`src/hw/rtl/tspd_pkg.sv`:
```
package tspd_pkg;

  localparam int unsigned TimeW  = 32;
  localparam int unsigned EchoW  = 16;
  localparam int unsigned CfgIdxW  = 2;
  localparam int unsigned CfgDataW = 32;

  // register indexes of the configuration port
  localparam logic [CfgIdxW-1:0] REG_NEAR_LIMIT  = 2'd0;
  localparam logic [CfgIdxW-1:0] REG_FLOOR_LIMIT = 2'd1;
  localparam logic [CfgIdxW-1:0] REG_QUIET_TIME  = 2'd2;

  // reset values: 5 cm and 1 cm at 58 us per cm, 300 ms quiet time
  localparam logic [EchoW-1:0] NEAR_LIMIT_RST  = 16'd290;
  localparam logic [EchoW-1:0] FLOOR_LIMIT_RST = 16'd58;
  localparam logic [TimeW-1:0] QUIET_TIME_RST  = 32'd300000;

  typedef struct packed {
    logic [TimeW-1:0] now_us;
    logic             echo_a_valid;
    logic [EchoW-1:0] echo_a_us;
    logic             echo_b_valid;
    logic [EchoW-1:0] echo_b_us;
  } item_t;

  typedef struct packed {
    logic [EchoW-1:0] near_limit_us;
    logic [EchoW-1:0] floor_limit_us;
    logic [TimeW-1:0] quiet_time_us;
  } cfg_t;

  // decision of the tracker for the item in the input register
  typedef struct packed {
    logic emit;
    logic direction;
  } verdict_t;

endpackage

```
`src/hw/rtl/tspd_if.sv`:
```
interface tspd_sample_if;
  import tspd_pkg::*;

  logic             valid;
  logic             ready;
  logic [TimeW-1:0] now_us;
  logic             echo_a_valid;
  logic [EchoW-1:0] echo_a_us;
  logic             echo_b_valid;
  logic [EchoW-1:0] echo_b_us;

  modport source (
    output valid, now_us, echo_a_valid, echo_a_us, echo_b_valid, echo_b_us,
    input  ready
  );
  modport sink (
    input  valid, now_us, echo_a_valid, echo_a_us, echo_b_valid, echo_b_us,
    output ready
  );
endinterface

interface tspd_passage_if;
  logic valid;
  logic ready;
  logic direction;

  modport source (output valid, direction, input ready);
  modport sink (input valid, direction, output ready);
endinterface

```
`src/hw/rtl/tspd_cfg_regs.sv`:
```
module tspd_cfg_regs
  import tspd_pkg::*;
(
  input  logic                clk,
  input  logic                rst,
  input  logic                cfg_write,
  input  logic [CfgIdxW-1:0]  cfg_index,
  input  logic [CfgDataW-1:0] cfg_data,
  output cfg_t                cfg
);

  always_ff @(posedge clk) begin
    if (rst) begin
      cfg.near_limit_us  <= NEAR_LIMIT_RST;
      cfg.floor_limit_us <= FLOOR_LIMIT_RST;
      cfg.quiet_time_us  <= QUIET_TIME_RST;
    end else if (cfg_write) begin
      unique case (cfg_index)
        REG_NEAR_LIMIT:  cfg.near_limit_us  <= cfg_data[EchoW-1:0];
        REG_FLOOR_LIMIT: cfg.floor_limit_us <= cfg_data[EchoW-1:0];
        REG_QUIET_TIME:  cfg.quiet_time_us  <= cfg_data[TimeW-1:0];
        default: ;
      endcase
    end
  end

endmodule

```
`src/hw/rtl/tspd_track.sv`:
```
module tspd_track
  import tspd_pkg::*;
(
  input  logic     clk,
  input  logic     rst,
  input  cfg_t     cfg,
  input  item_t    item,
  input  logic     step,
  output verdict_t verdict
);

  logic [EchoW-1:0] last_echo_a, last_echo_b;
  logic [TimeW-1:0] near_time_a, near_time_b;
  logic             moved_a, moved_b;

  logic [EchoW-1:0] last_echo_a_next, last_echo_b_next;
  logic [TimeW-1:0] near_time_a_next, near_time_b_next;
  logic             moved_a_next, moved_b_next;
  logic [TimeW-1:0] age_a, age_b;
  logic             far_both;

  always_comb begin
    last_echo_a_next = item.echo_a_valid ? item.echo_a_us : last_echo_a;
    last_echo_b_next = item.echo_b_valid ? item.echo_b_us : last_echo_b;

    near_time_a_next = (item.echo_a_valid && item.echo_a_us <= cfg.near_limit_us)
                       ? item.now_us : near_time_a;
    near_time_b_next = (item.echo_b_valid && item.echo_b_us <= cfg.near_limit_us)
                       ? item.now_us : near_time_b;

    // movement band is open at both ends
    moved_a_next = moved_a || (last_echo_a_next < cfg.near_limit_us &&
                               last_echo_a_next > cfg.floor_limit_us);
    moved_b_next = moved_b || (last_echo_b_next < cfg.near_limit_us &&
                               last_echo_b_next > cfg.floor_limit_us);

    // wrapping age of each near time
    age_a = item.now_us - near_time_a_next;
    age_b = item.now_us - near_time_b_next;

    far_both = last_echo_a_next > cfg.near_limit_us &&
               last_echo_b_next > cfg.near_limit_us;

    verdict.emit = far_both && (moved_a_next || moved_b_next) &&
                   age_a > cfg.quiet_time_us && age_b > cfg.quiet_time_us;
    // a reached near first (or together) means exit
    verdict.direction = near_time_a_next <= near_time_b_next;
  end

  always_ff @(posedge clk) begin
    if (rst) begin
      last_echo_a <= '0;
      last_echo_b <= '0;
      near_time_a <= '0;
      near_time_b <= '0;
      moved_a     <= 1'b0;
      moved_b     <= 1'b0;
    end else if (step) begin
      last_echo_a <= last_echo_a_next;
      last_echo_b <= last_echo_b_next;
      near_time_a <= near_time_a_next;
      near_time_b <= near_time_b_next;
      moved_a     <= moved_a_next && !verdict.emit;
      moved_b     <= moved_b_next && !verdict.emit;
    end
  end

endmodule

```
`src/hw/rtl/two_sensor_passage_direction_core.sv`:
```
// path: an accepted sample transaction passes the input register, then the result
//   register, before its passage result shows; the held sample may wait in between
// throughput: one sample per cycle; the held sample waits only while it would
//   produce a result and an untaken passage transaction still occupies the result register
// reset: synchronous, active high; clears both registers' valid flags,
//   the tracker state and the configuration registers to their defaults
module two_sensor_passage_direction_core
  import tspd_pkg::*;
(
  input  logic                clk,
  input  logic                rst,
  tspd_sample_if.sink         sample,
  tspd_passage_if.source      passage,
  input  logic                cfg_write,
  input  logic [CfgIdxW-1:0]  cfg_index,
  input  logic [CfgDataW-1:0] cfg_data
);

  cfg_t     cfg;
  verdict_t verdict;

  // input register
  logic  hold_valid;
  item_t hold_item;

  // result register
  logic out_valid;
  logic out_direction;

  logic step;

  tspd_cfg_regs u_cfg (
    .clk       (clk),
    .rst       (rst),
    .cfg_write (cfg_write),
    .cfg_index (cfg_index),
    .cfg_data  (cfg_data),
    .cfg       (cfg)
  );

  // tracker state advances exactly when the held sample moves on
  tspd_track u_track (
    .clk     (clk),
    .rst     (rst),
    .cfg     (cfg),
    .item    (hold_item),
    .step    (step),
    .verdict (verdict)
  );

  // the held sample only waits when it would produce a result and the
  // result register is still occupied by an untaken transaction
  assign step = hold_valid && !(verdict.emit && out_valid && !passage.ready);

  // the input register frees up whenever the held sample moves on
  assign sample.ready = !hold_valid || step;

  always_ff @(posedge clk) begin
    if (rst) begin
      hold_valid <= 1'b0;
    end else if (sample.ready) begin
      hold_valid <= sample.valid;
    end
  end

  // payload needs no reset
  always_ff @(posedge clk) begin
    if (sample.valid && sample.ready) begin
      hold_item.now_us       <= sample.now_us;
      hold_item.echo_a_valid <= sample.echo_a_valid;
      hold_item.echo_a_us    <= sample.echo_a_us;
      hold_item.echo_b_valid <= sample.echo_b_valid;
      hold_item.echo_b_us    <= sample.echo_b_us;
    end
  end

  // result register: loaded on a decision, emptied when taken
  always_ff @(posedge clk) begin
    if (rst) begin
      out_valid <= 1'b0;
    end else if (step && verdict.emit) begin
      out_valid <= 1'b1;
    end else if (passage.ready) begin
      out_valid <= 1'b0;
    end
  end

  always_ff @(posedge clk) begin
    if (step && verdict.emit) begin
      out_direction <= verdict.direction;
    end
  end

  assign passage.valid     = out_valid;
  assign passage.direction = out_direction;

endmodule

```
`src/flat_wrapper.sv`:
```
// flat-port wrapper written by rule: the top's interface ports become plain ports
module two_sensor_passage_direction_core_flat import tspd_pkg::*;
  (clk, rst, cfg_write, cfg_index, cfg_data, sample_valid, sample_now_us, sample_echo_a_valid, sample_echo_a_us, sample_echo_b_valid, sample_echo_b_us, sample_ready, passage_valid, passage_direction, passage_ready);
  tspd_sample_if sample_i ();
  tspd_passage_if passage_i ();
  input  logic clk;
  input  logic rst;
  input  logic cfg_write;
  input  logic [CfgIdxW-1:0] cfg_index;
  input  logic [CfgDataW-1:0] cfg_data;
  input wire logic [$bits(sample_i.valid)-1:0] sample_valid;
  input wire logic [$bits(sample_i.now_us)-1:0] sample_now_us;
  input wire logic [$bits(sample_i.echo_a_valid)-1:0] sample_echo_a_valid;
  input wire logic [$bits(sample_i.echo_a_us)-1:0] sample_echo_a_us;
  input wire logic [$bits(sample_i.echo_b_valid)-1:0] sample_echo_b_valid;
  input wire logic [$bits(sample_i.echo_b_us)-1:0] sample_echo_b_us;
  output wire logic [$bits(sample_i.ready)-1:0] sample_ready;
  output wire logic [$bits(passage_i.valid)-1:0] passage_valid;
  output wire logic [$bits(passage_i.direction)-1:0] passage_direction;
  input wire logic [$bits(passage_i.ready)-1:0] passage_ready;
  assign sample_i.valid = sample_valid;
  assign sample_i.now_us = sample_now_us;
  assign sample_i.echo_a_valid = sample_echo_a_valid;
  assign sample_i.echo_a_us = sample_echo_a_us;
  assign sample_i.echo_b_valid = sample_echo_b_valid;
  assign sample_i.echo_b_us = sample_echo_b_us;
  assign sample_ready = sample_i.ready;
  assign passage_valid = passage_i.valid;
  assign passage_direction = passage_i.direction;
  assign passage_i.ready = passage_ready;
  two_sensor_passage_direction_core u_core (.clk(clk), .rst(rst), .sample(sample_i), .passage(passage_i), .cfg_write(cfg_write), .cfg_index(cfg_index), .cfg_data(cfg_data));
endmodule
```
`config.mk`:
```
export PLATFORM = sky130hd
export DESIGN_NAME = two_sensor_passage_direction_core_flat
export DESIGN_NICKNAME = d
export VERILOG_FILES = /design/src/hw/rtl/tspd_pkg.sv /design/src/hw/rtl/tspd_if.sv /design/src/hw/rtl/tspd_cfg_regs.sv /design/src/hw/rtl/tspd_track.sv /design/src/hw/rtl/two_sensor_passage_direction_core.sv /design/src/flat_wrapper.sv
export SDC_FILE = /design/constraint.sdc
export NUM_CORES = 1
export LEC_CHECK = 0
export BUFFER_PORTS_ARGS = -buffer_cell sky130_fd_sc_hd__buf_4
export CORE_UTILIZATION = 50
export DETAILED_ROUTE_END_ITERATION = 10
export GPL_TIMING_DRIVEN = 0
export PLACE_DENSITY = 0.74
export SLEW_MARGIN = 25
export SYNTH_ARGS = -nofsm -noshare
export SYNTH_HDL_FRONTEND = slang
export SYNTH_SLANG_ARGS = --single-unit
```
`constraint.sdc`:
```
create_clock -name clk -period 8.05 [get_ports clk]
set_input_delay 1.2075 -clock clk [delete_from_list [all_inputs] [get_ports clk]]
set_output_delay 1.2075 -clock clk [all_outputs]
set_load 0.005 [all_outputs]
```
# After elaboration in Yosys (flattened, before gate mapping)

Cells that the tools add are included.
Widths: inputs -> output; s select.

$add $sub $neg: 2
Multiply operators: 0
Divide/modulo/power cells: 0
Magnitude comparators: 11
Equal/unequal tests: 2
Shifts and indexed selects: 0
Mux-type cells: 6
Bitwise operators: 0
Reduce and logical (&&, ||, !) cells: 28

Operator list:

| cell               | number |
|---|---|
| $gt 16x16->1       | 4 |
| $gt 32x32->1       | 2 |
| $mux 32            | 2 |
| $sub 32x32->32     | 2 |
| $le 16x16->1       | 2 |
| $le 32x32->1       | 1 |
| $lt 16x16->1       | 2 |
| $mux 16            | 2 |
| $logic_and 1x1->1  | 15 |
| $reduce_and 2->1   | 3 |
| $logic_not 1->1    | 4 |
| $logic_or 1x1->1   | 4 |
| $eq 2x1->1 const B | 1 |
| $eq 2x2->1 const B | 1 |
| $logic_not 2->1    | 1 |
| $mux 1             | 2 |
| $reduce_bool 2->1  | 1 |

Register bits: 231
Latch bits: 0
Memory bits (writable): 0
Memory bits (read-only): 0
Input bits: 105
Output and inout bits: 3
Word-level logic and storage cells: 66
Memories: 0

# Logic depth before layout (Yosys ltp)

Gate-level depths: netlist of run 1.

Depth in word-level cells: 14
Mapped depth: 38
Depth with buffers taken out: 33

# By module

From an unflattened synthesis of run 1, not the netlist that was laid out.

Cell total of the unflattened synthesis: 1857
Area, all modules: 17165.2 um^2

By module, submodules not included:

| module                            | instances | cells each | area each (um^2) | sequential area each (um^2) |
|---|---|---|---|---|
| tspd_track                        | 1         | 1520       | 12368.1          | 1961.9 |
| tspd_cfg_regs                     | 1         | 258        | 2681.3           | 1281.2 |
| two_sensor_passage_direction_core | 1         | 79         | 2115.8           | 2052.0 |

# Worst setup path before layout of run 1

OpenSTA, ideal clock, no wires.

Path kind: register -> register
Start: register u_core.hold_item[14] (netlist name)
End: register u_core.hold_item[0] (netlist name), enable pin
Setup time: 431 ps
Data arrival time: 7616 ps
Required time: 7619 ps
Setup slack: 3 ps
Stages on the path, launching flop included: 34
Buffers on the path: 2
Period minus slack after synthesis: 8047 ps
Cell sequence: edfxtp_1 ha_1 a21oi_1 nand2_1 a211o_1 a211o_1 nand2_2 buf_2 buf_2 nand2_1 nand2_1 ha_1 inv_1 fa_1 a21o_1 a21oi_1 o21a_1 nor2_1 o211ai_1 o22ai_1 a2111oi_0 o31ai_1 a21oi_1 xnor2_1 ha_1 nand4_1 nor4_1 nand2_1 o311ai_0 nor3_1 nand2_1 a211oi_1 nand4_1 and2_1

Elaborated cells on any way between the ends: 22
Classes of those cells: add/sub (1); order compare (5); mux (2); reduce/logical (14)

RTL lines:

| element                                      | RTL line                                | RTL |
|---|---|---|
| start, declared                              | two_sensor_passage_direction_core.sv:24 | `item_t hold_item;` |
| $le 16x16->1                                 | tspd_track.sv:28                        | `near_time_b_next = (item.echo_b_valid && item.echo_b_us <= cfg.near_limit_us)` |
| $logic_and 1x1->1                            | tspd_track.sv:28                        |  |
| $mux 32                                      | tspd_track.sv:29                        | `? item.now_us : near_time_b;` |
| named net u_core.u_track.near_time_b_next[0] | tspd_track.sv:17                        | `logic [TimeW-1:0] near_time_a_next, near_time_b_next;` |
| $sub 32x32->32                               | tspd_track.sv:39                        | `age_b = item.now_us - near_time_b_next;` |
| $gt 32x32->1                                 | tspd_track.sv:45                        | `age_a > cfg.quiet_time_us && age_b > cfg.quiet_time_us;` |
| $logic_and 1x1->1                            | tspd_track.sv:45                        |  |
| $logic_and 1x1->1 (2 in series)              | two_sensor_passage_direction_core.sv:53 | `assign step = hold_valid && !(verdict.emit && out_valid && !passage.ready);` |
| $logic_not 1->1                              | two_sensor_passage_direction_core.sv:53 |  |
| $logic_and 1x1->1                            | two_sensor_passage_direction_core.sv:53 |  |
| $logic_or 1x1->1                             | two_sensor_passage_direction_core.sv:56 | `assign sample.ready = !hold_valid \|\| step;` |
| named net sample_ready                       | flat_wrapper.sv:17                      | `output wire logic [$bits(sample_i.ready)-1:0] sample_ready;` |
| $logic_and 1x1->1                            | two_sensor_passage_direction_core.sv:68 | `if (sample.valid && sample.ready) begin` |

The timed path passes the listed nets, and every way through them passes these cells.
A chain may end at the register's enable or synchronous reset.

# Worst setup path in the final report of run 1

Start: register, netlist name u_core.u_cfg.cfg[62]
End: output sample_ready

Elaborated cells on any way between the ends: 28
Classes of those cells: add/sub (2); order compare (8); mux (2); reduce/logical (16)

RTL lines:

| element                                      | RTL line |
|---|---|
| $le 16x16->1                                 | tspd_track.sv:28 |
| $logic_and 1x1->1                            | tspd_track.sv:28 |
| $mux 32                                      | tspd_track.sv:29 |
| named net u_core.u_track.near_time_b_next[0] | tspd_track.sv:17 |
| $sub 32x32->32                               | tspd_track.sv:39 |
| $gt 32x32->1                                 | tspd_track.sv:45 |
| $logic_and 1x1->1                            | tspd_track.sv:45 |
| $logic_and 1x1->1 (2 in series)              | two_sensor_passage_direction_core.sv:53 |
| $logic_not 1->1                              | two_sensor_passage_direction_core.sv:53 |
| $logic_and 1x1->1                            | two_sensor_passage_direction_core.sv:53 |
| $logic_or 1x1->1                             | two_sensor_passage_direction_core.sv:56 |
| end, declared                                | flat_wrapper.sv:17 |

The timed path passes the listed nets, and every way through them passes these cells.

==> summary.txt, run 1 <==
Status
  • Outcome: finished, violations left
  • Failing checks: negative setup slack

Synthesis
  • Synth cell count leaders: 245 x ha_1, 204 x nand2_1, 201 x a21oi_1
  • Sequential fraction of the synthesis area: 0.312
  • Area leader, netlist: dfxtp_1
  • Post-synthesis cell count: 1945
  • Fraction of registers with async set or reset after synthesis: 0
  • #FFs+latches synth: around 230
  • Net Count, Synth: roughly 2300
  • Post-Syn Area: 17000 um^2
  • Most frequent cell after synthesis: ha_1
  • Yosys top cell area share: 0.193
  • Syn_area_per_cell: 8.73 um^2
  • Ranking of synthesized cells by area: dfxtp_1 19%, ha_1 18%, edfxtp_1 12%
  • Main flop type after synthesis: dfxtp_1
  • Synth cell types: 86
  • Ys Warns: 0
  • Number of synthesized flops with an enable pin: 67

Critical path
  • Reg2Reg Capture Point: u_core.u_track.near_time_a[0]$_SDFFE_PP0P_
  • Critical Path End Type: primary output
  • Reg-to-reg startpoint: u_core.u_cfg.cfg[62]$_SDFFE_PP0P_
  • Worst path top cell family by delay: compound AO/OA/AOI/OAI gates
  • Buf+Inv Stages, Crit Path: 6
  • Worst setup endpoint: sample_ready
  • CP startpoint: u_core.u_cfg.cfg[62]$_SDFFE_PP0P_
  • CP Data Arrival Time: 7.10 ns
  • Worst path slowest cell: dfxtp_4
  • Crit-path max cell delay: roughly 0.38 ns
  • Startpoint types: flop
  • Cell depth of the worst setup path: 35
  • Crit path kind: reg -> out
  • Flop-to-flop setup slack: about 0.37 ns
  • R2r worst-path depth: 39
  • Required time of the critical path: 6.84 ns
  • Worst Path Max Fanout: 5

Clock tree
  • Num CTS Buffers: 27
  • H-Tree Depth: 1
  • TritonCTS clock tree: built
  • Clock root buffer: clkbuf_16
  • Maximum clock insertion buffer count: 3
  • Clock latency on the worst-skew pair: 0.56 ns
  • Clk sinks: between 200 and 250
  • Worst-path clk slew: 0.07 ns

Power and ir drop
  • Seq pwr share: 0.305
  • Maximum VDD drop: ~0.00022 V
  • Cell Pwr Density: 210 nW/um^2
  • Cell Int Power: 2.80 mW
  • Comb pwr share: 0.404
  • Switching share of power: 0.359
  • Overall power: approximately 4.4 mW
  • Pleak: around 8.7 nW
  • Sw power: 1.57 mW
  • Clock share of power: 0.291

Worst hold path
  • Worst hold path class: reg -> reg

STA
  • Final Hold Vio Count: 0
  • Slew headroom: 0.393
  • Final setup vio count: 1
  • Period utilisation layout: 1.03
  • Worst clock skew: 0.0138 ns
  • Max Clock Freq: between 0.1 and 0.15 GHz
  • Crit path time final: 8.31 ns
  • Setup TNS: -0.260 ns
  • Setup repair after global routing missed its margin: true
  • Final setup margin: -0.260 ns
  • Minimum hold slack: between 0.4 and 0.5 ns
  • Max Transition Viols Final: 0
  • Worst-Margin Slew: 0.910 ns

Global route
  • Gr usage total: 0.306
  • First-pass GRT wire length: 81300 um
  • Initial antenna violation count: 0
  • Vias in the first global route: roughly 15000
  • Largest net degree at the start of global routing: 40
  • Total grt overflow: 0

Die
  • Die ar.: 34700 um^2
  • Die Y: 186 um
  • Die X: 186 um
  • Core area: between 30000 and 40000 um^2
  • I/O pins: 108
  • Placement Rows: between 60 and 70
  • Starting Density: 0.508

Placement
  • HPWL Detailed: slightly above 40000 um
  • GP Congestion: between 0.9 and 1
  • IO Port Bufs: roughly 110
  • Worst slack, placed: -1.81 ns

Layout
  • Antenna Cells: 0
  • Post-layout util: 0.620
  • Final nets: 2500
  • Syn-to-layout area delta: 22.2%
  • Fraction of layout cells with a size suffix above 1: 0.193

Drt
  • Drt wl/cell: about 20 um
  • Vias: 15600
  • # DRC: 0
  • Routed WL: around 54000 um
  • Via density: 5.98
  • Detail Route Antenna Nets: 0
  • Drt pass-1 iters: 5
  • 1st-iter DRT viols: 1399

Flow run
  • Max cap viols: 0
[power groups by stage]
stage | logic, mW | registers (mW) | clock network (mW)
5_1_grt | 1.93 | 1.34 | 1.33
2_1_floorplan | 1.10 | 1.33 | 0
3_3_place_gp | 1.46 | 1.34 | 0
6_report | 1.76 | 1.33 | 1.27
3_5_place_dp | 1.50 | 1.34 | 0
4_1_cts | 1.65 | 1.33 | 1.29
[what timing repair did]
| item | 4_1_cts | 5_1_grt |
|---|---|---|
| endpoints found under the setup margin | 168 | 54 |
| gates resized for setup | 142 | 53 |
| pin swaps | 57 | 45 |
| hold buffers | 0 | 0 |
| buffers inserted | 42 | 25 |
[per-stage QoR]
stage,area (um^2),std cells
after floorplan,17000,1945
after global placement,18300,2500
after detailed placement,18400,2501
after CTS,20300,2590
after global routing,20700,2615
final,20700,2615
[final cells by class]
class,instances,area [um^2]
tap,448,561
buffer,73,480
inverter,129,499
multi-input combinational,1512,11600
fill,2819,12700
timing repair buffer,175,1360
sequential,231,5300
clock buffer,39,803
clock inverter,8,100
[cell usage in the layout, fill, tap and decap left out, types with 6 or more instances in the layout]
cell and count:
nor3_1 22, mux2i_4 9, buf_6 6, a211oi_1 65
or3_1 7, clkbuf_16 30, a21oi_2 10, nand3_1 26
nand2_1 197, ha_1 225, o21bai_1 12, nor2_1 157
clkbuf_1 45, a21o_1 72, o211ai_1 10, a21oi_1 188
inv_1 114, o31ai_1 7, clkbuf_8 7, buf_2 7
buf_4 182, xnor2_1 45, a211o_1 22, mux2i_1 47
xor2_1 12, o21ai_0 52, nand2b_1 43, buf_12 7
nor2b_1 20, o21a_1 25, nand4_1 41, inv_2 11
ha_4 15, mux2_2 31, dfxtp_1 159, edfxtp_1 67
[per-layer routing]
| layer | GRT usage | wire length [um] |
|---|---|---|
| met3 | 0.0481 | 4070 |
| met1 | 0.421 | 23900 |
| met5 | 0 | 0 |
| met4 | 0.0951 | 1660 |
| met2 | 0.490 | 24000 |
[worst reg2reg max path, delay by kind of cell (launching register included)]
family	cells	cell delay (ns)
AOI/OAI and AO/OA	15	3.10
buffers and inverters	9	1.59
and+or+nand+nor	10	1.29
adders and majority gates	4	1.07
DFF	1	0.38
xor gates and xnor gates	1	0.09
[logic make-up after synthesis]
logic type,after synthesis,share of synthesized area
AO/OA/AOI/OAI,541,0.209
adder cells (fa/ha/maj),250,0.184
flip-flops,231,0.312
XOR/XNOR,58,0.0299
AND/OR/NAND/NOR,571,0.157
multiplexers,92,0.0565
buffers and inverters,202,0.0517
[how the worst min path moves through the flow]
| stage | slack, ns | to | cells past startpoint | from |
|---|---|---|---|---|
| 2_1_floorplan | 0.44 | u_core.u_cfg.cfg[10]$_SDFFE_PP0P_ | 2 | u_core.u_cfg.cfg[10]$_SDFFE_PP0P_ |
| 3_3_place_gp | 0.44 | u_core.u_cfg.cfg[54]$_SDFFE_PP0P_ | 2 | u_core.u_cfg.cfg[54]$_SDFFE_PP0P_ |
| 3_5_place_dp | 0.45 | u_core.u_cfg.cfg[52]$_SDFFE_PP0P_ | 2 | u_core.u_cfg.cfg[52]$_SDFFE_PP0P_ |
| 4_1_cts | 0.45 | u_core.u_cfg.cfg[52]$_SDFFE_PP0P_ | 2 | u_core.u_cfg.cfg[52]$_SDFFE_PP0P_ |
| 5_1_grt | 0.48 | u_core.u_cfg.cfg[41]$_SDFFE_PP0P_ | 2 | u_core.u_cfg.cfg[41]$_SDFFE_PP0P_ |
| 6_report | 0.46 | u_core.u_cfg.cfg[20]$_SDFFE_PP0P_ | 2 | u_core.u_cfg.cfg[20]$_SDFFE_PP0P_ |
[flip-flops by register name, indices dropped and copies added, names as in the netlist, 16 cells and up]
register	flops
u_core.u_track.last_echo_a	16
u_core.u_cfg.cfg	64
u_core.u_track.near_time_a	32
u_core.u_track.near_time_b	32
u_core.hold_item	66
u_core.u_track.last_echo_b	16
Power figures use the tool's default switching activity.
==> inputs of run 2 (changes only) <==
- CORE_UTILIZATION: 50 -> 55
- PLACE_DENSITY: 0.74 -> 0.77
- clock period: 8.05 -> 7.7 ns (I/O delays scaled with it)
==> run 2 against run 1 <==
  * The run still ends with negative setup slack left
  * Die area down 9.0%
  * Via count rose by 0.15%
  * Count of clock-buffer cells in the layout increased by 4
  * Clock power barely moved
  * Utilization is 6.2 points higher
  * Largest cell class unchanged
==> summary.txt, run 2 (synthesis results as in run 1) <==
Status
  • Outcome: finished, violations left
  • Failing checks: negative setup slack

Drt
  • Routed WL: 53200 um
  • Drt wl/cell: about 21 um
  • 1st-iter DRT viols: 1446
  • Vias: 15700
  • Detail Route Antenna Nets: 0
  • Via density: slightly above 6
  • Drt pass-1 iters: 6
  • # DRC: 0

Placement
  • IO Port Bufs: 107
  • GP Congestion: 0.980
  • Post-Place Cells: 2443
  • HPWL Detailed: 40400 um

Power and ir drop
  • Overall power: 4.49 mW
  • Pleak: 8.58 nW
  • Cell Pwr Density: 219 nW/um^2
  • Maximum VDD drop: approximately 0.00018 V

Die
  • Starting Density: 0.565
  • Die Y: 178 um
  • Core area: 30000 um^2
  • I/O pins: 108
  • Die ar.: 31600 um^2
  • Die X: 178 um
  • Placement Rows: 63

Critical path
  • Worst path slowest cell: edfxtp_1
  • CP startpoint: u_core.hold_item[9]$_DFFE_PP_
  • Crit-path max cell delay: between 0.4 and 0.5 ns
  • Required time of the critical path: 6.55 ns
  • Reg-to-reg startpoint: u_core.hold_item[9]$_DFFE_PP_
  • CP Data Arrival Time: 7.09 ns
  • Startpoint types: flop
  • Crit path kind: reg -> out
  • Critical Path End Type: primary output
  • Worst Path Max Fanout: 5

Flow run
  • Max cap viols: 0

Layout
  • Antenna Cells: 0
  • Most frequent cells in the layout: 230 x ha_1, 199 x nand2_1, 193 x a21oi_1
  • Post-layout util: 0.682
  • Non-Filler Instances: 2546
  • Fraction of layout cells with a size suffix above 1: 0.180
  • Final nets: 2488
  • Syn-to-layout area delta: 20.6%
  • Top reg by flops: u_core.hold_item
  • Commonest non-fill, non-tap cell in the layout: ha_1
  • Biggest regs: u_core.hold_item (66), u_core.u_cfg.cfg (64)
  • Max reg flops: 66

STA
  • Max Clock Freq: 0.121 GHz
  • Setup repair after global routing missed its margin: true
  • Slew headroom: 0.373
  • Worst clock skew: 0.0129 ns
  • Crit path time final: about 8.2 ns
  • Worst-Margin Slew: 0.941 ns
  • Final setup margin: -0.546 ns
  • Final setup vio count: 1
  • Max Transition Viols Final: 0
  • Period utilisation layout: 1.07
  • Final Hold Vio Count: 0

Worst hold path
  • Worst hold path class: reg -> reg
  • Hold_sp: u_core.u_cfg.cfg[24]$_SDFFE_PP0P_

Clock tree
  • Maximum clock insertion buffer count: 3
  • Worst-path clk slew: ~0.060 ns
  • Clk sinks: 231
  • TritonCTS clock tree: built
  • Clock root buffer: clkbuf_16
  • Clock latency on the worst-skew pair: 0.56 ns
  • H-Tree Depth: 1
  • Num CTS Buffers: 26

Global route
  • First-pass GRT wire length: just over 80000 um
  • Vias in the first global route: around 15000
  • Largest net degree at the start of global routing: 41
  • Total grt overflow: 0
  • Initial antenna violation count: 0
  • Gr usage total: 0.332
run 2: cell types whose count changed in the layout (fill, tap and decap cells not counted), sizes merged:
cell,delta
buf,-16
and2,+1
clkbuf,+8
clkinv,-2
inv,-1
clkinvlp,-1
run 2: report_power, final:
| part | leakage, nW | internal [mW] | switching, mW | total (mW) |
|---|---|---|---|---|
| clock | 0.429 | 0.776 | 0.524 | 1.30 |
| combinational | 6.16 | 0.787 | 1.01 | 1.80 |
| sequential | 2.00 | 1.33 | 0.0611 | 1.39 |
run 2: layout make-up:
type,instances,area [um^2]
Buffer,72,546
Clock buffer,43,807
Clock inverter,4,70.1
Fill cell,2463,9560
Inverter,129,487
Multi-Input combinational cell,1513,11500
Sequential cell,231,5300
Tap cell,390,488
Timing Repair Buffer,164,1260
run 2: timing repair:
item	in CTS	in global routing
hold buffers	0	0
gates cloned	0	1
setup buffers	35	21
setup endpoints to repair	168	137
pin swaps	62	53
gates resized for setup	131	63
run 2: metrics by stage:
| stage | worst slack, ns | setup TNS (ns) | hold WS (ns) | instance area, um^2 |
|---|---|---|---|---|
| global route | -0.774 | -1.74 | 0.474 | 20500 |
| global placement | -2.19 | -285.35 | 0.441 | 18300 |
| detailed placement | -1.87 | -255.89 | 0.446 | 18300 |
| floorplan | 0.375 | 0 | 0.436 | 17000 |
| finish | -0.546 | -0.546 | 0.455 | 20500 |
| CTS | -0.425 | -0.425 | 0.456 | 20100 |
run 2: layer usage:
metal,wire length [um],up-vias,track usage
met5,0,-,0
met4,2320,0,0.123
met3,4380,150,0.0671
met2,23300,576,0.527
met1,23200,7490,0.443
li1,-,7449,-
run 2: worst paths after layout:
path	to	slack (ns)	cells past startpoint
worst min register to register	u_core.u_cfg.cfg[24]$_SDFFE_PP0P_	0.45	2
worst max register to register	u_core.u_track.last_echo_a[5]$_SDFFE_PP0P_	0.22	37
worst min-delay path	u_core.u_cfg.cfg[24]$_SDFFE_PP0P_	0.45	2
worst max-delay path	sample_ready	-0.55	29
run 2: critical path: cells and delay by family, from the launching register on:
family | cells | cell delay, ns
multiplexers | 1 | 0.24
flip-flops | 1 | 0.45
AND/OR/NAND/NOR | 9 | 1.85
buffers and inverters | 5 | 0.85
AO/OA/AOI/OAI | 10 | 2.00
adder cells (fa/ha/maj) | 3 | 1.00
XOR/XNOR | 1 | 0.11
==> inputs of run 3 (changes only) <==
- CELL_PAD_IN_SITES_DETAIL_PLACEMENT: unset -> 1
- CELL_PAD_IN_SITES_GLOBAL_PLACEMENT: unset -> 2
- CORE_UTILIZATION: 55 -> 39
- PLACE_DENSITY: 0.77 -> 0.86
==> run 3 against run 2 <==
  * The flow still finishes with violations (negative setup slack)
  * Via count up 1.4%
  * Non-clock buffer count up 40
  * Largest cell class unchanged
  * Critical path type unchanged
  * Sequential cell count unchanged
  * Highest routed layer unchanged
  * Critical path depth up 4
  * Global-route usage down 5.2 points
  * Register-to-register slack worse by 0.29 ns
  * Clock power up 15%
  * Fmax down 2.5%
  * Setup slack worse by 0.21 ns
  * Critical endpoint unchanged
==> summary.txt, run 3 (synthesis results as in run 1) <==
Layout
  • Syn-to-layout area delta: 25.3%
  • Max reg flops: 66
  • Final nets: 2532
  • Top reg by flops: u_core.hold_item
  • Antenna Cells: 0
  • Commonest non-fill, non-tap cell in the layout: ha_1
  • Multi-input logic area: about 12000 um^2
  • Fillers: 5076
  • Post-layout util: 0.495
  • Most frequent cells in the layout: 228 x ha_1, 208 x buf_4, 197 x nand2_1
  • Fraction of layout cells with a size suffix above 1: 0.213
  • Biggest regs: u_core.hold_item (66), u_core.u_cfg.cfg (64)
  • Seq. cell area: 5300 um^2

Die
  • Die Y: approximately 210 um
  • Die X: 211 um
  • Placement Rows: 76
  • Core area: 43000 um^2
  • Starting Density: 0.395
  • Die ar.: between 40000 and 50000 um^2
  • I/O pins: 108

STA
  • Worst clock skew: between 0.02 and 0.03 ns
  • Setup TNS: -2.05 ns
  • Setup repair after global routing missed its margin: true
  • Worst-Margin Slew: 1.08 ns
  • Slew headroom: 0.279
  • Max Transition Viols Final: 0
  • Max Clock Freq: 0.118 GHz
  • Final setup vio count: 65
  • Final setup margin: -0.757 ns
  • Final Hold Vio Count: 0
  • Crit path time final: 8.46 ns
  • Period utilisation layout: 1.10
  • Minimum hold slack: 0.456 ns

Drt
  • Vias: 15900
  • Drt pass-1 iters: 5
  • Routed WL: 63300 um
  • Drt wl/cell: 22.7 um
  • # DRC: 0
  • 1st-iter DRT viols: around 850
  • Detail Route Antenna Nets: 0
  • Via density: 5.69

Clock tree
  • TritonCTS clock tree: built
  • Clock root buffer: clkbuf_16
  • Num CTS Buffers: 30
  • Worst-path clk slew: ~0.060 ns
  • Maximum clock insertion buffer count: 3
  • Clk sinks: roughly 230
  • H-Tree Depth: 1
  • Clock latency on the worst-skew pair: 0.59 ns

Global route
  • Initial antenna violation count: 0
  • Largest net degree at the start of global routing: 34
  • Vias in the first global route: 16500
  • GR Layer Usage met2: 0.484
  • Gr usage total: 0.280
  • Met3 Track Usage GR: 0.0419
  • Most Used Layer, Global Route: met2
  • GR Util met1: 0.353
  • First-pass GRT wire length: 94700 um
  • Total grt overflow: 0

Placement
  • GP Congestion: between 0.8 and 0.9
  • HPWL Detailed: 47800 um
  • IO Port Bufs: 107

Worst hold path
  • Worst hold path class: reg -> reg

Critical path
  • Crit-path max cell delay: between 0.5 and 0.6 ns
  • Worst path top cell family by delay: compound AO/OA/AOI/OAI gates
  • Worst Path Max Fanout: 4
  • Buf+Inv Stages, Crit Path: 6
  • Required time of the critical path: 6.55 ns
  • Critical Path End Type: primary output
  • CP Data Arrival Time: 7.30 ns
  • Crit path kind: reg -> out
  • Startpoint types: flop
  • Worst path slowest cell: a2111o_1

Power and ir drop
  • Pleak: 8.86 nW
  • Cell Pwr Density: 226 nW/um^2
  • Overall power: between 4 and 5 mW
  • Maximum VDD drop: 0.000173 V

Status
  • Failing checks: negative setup slack
  • Outcome: finished, violations left

Flow run
  • Max cap viols: 0
==> run 3: path summary, 6_finish.rpt <==
path	to	start	cells after the start	slack [ns]
worst max-delay path	sample_ready	u_core.u_cfg.cfg[59]$_SDFFE_PP0P_	33	-0.76
worst min-delay path	u_core.u_cfg.cfg[16]$_SDFFE_PP0P_	u_core.u_cfg.cfg[16]$_SDFFE_PP0P_	2	0.46
worst max register to register	u_core.u_track.near_time_a[3]$_SDFFE_PP0P_	u_core.u_cfg.cfg[59]$_SDFFE_PP0P_	38	-0.07
worst min register to register	u_core.u_cfg.cfg[16]$_SDFFE_PP0P_	u_core.u_cfg.cfg[16]$_SDFFE_PP0P_	2	0.46
==> run 3: area by class of cell <==
type / instances / share of cell area
Multi-Input combinational cell: 1513 / 0.546
Sequential cell: 231 / 0.249
Timing Repair Buffer: 204 / 0.0737
Clock buffer: 35 / 0.0382
Tap cell: 585 / 0.0344
Buffer: 72 / 0.0241
Inverter: 129 / 0.0233
Clock inverter: 21 / 0.0106
==> run 3: metrics by stage <==
step                      setup slack (ns)  instance area, um^2  std cells
after floorplan                      0.375                17000       1945
after global placement               -2.78                18500       2637
after detailed placement             -2.36                18500       2638
after CTS                           -0.677                20700       2762
after global routing                -0.939                21300       2790
final                               -0.757                21300       2790
==> run 3: worst min-delay path: cells and delay by family (launching register included) <==
family	cells	cell delay [ns]
DFF	1	0.31
and+or+nand+nor	1	0.05
AOI/OAI and AO/OA	1	0.05
==> run 3: what timing repair did <==
item / in CTS / in global routing
cloned: 1 / 0
hold buffers: 0 / 0
setup endpoints to repair: 168 / 163
gates resized for setup: 123 / 87
buffers inserted: 67 / 32
pin swaps: 47 / 70
==> run 3: metal layers <==
layer,wire (um),part of all wire,vias to the layer above
li1,-,-,7533
met1,27800,0.44,7880
met2,30500,0.48,362
met3,2910,0.046,109
met4,2050,0.032,0
met5,0,0,-
==> run 3: where the power goes <==
group	leakage (nW)	switching, mW	internal (mW)
clock	0.507	0.607	0.890
sequential	2.00	0.0684	1.33
combinational	6.35	1.09	0.832
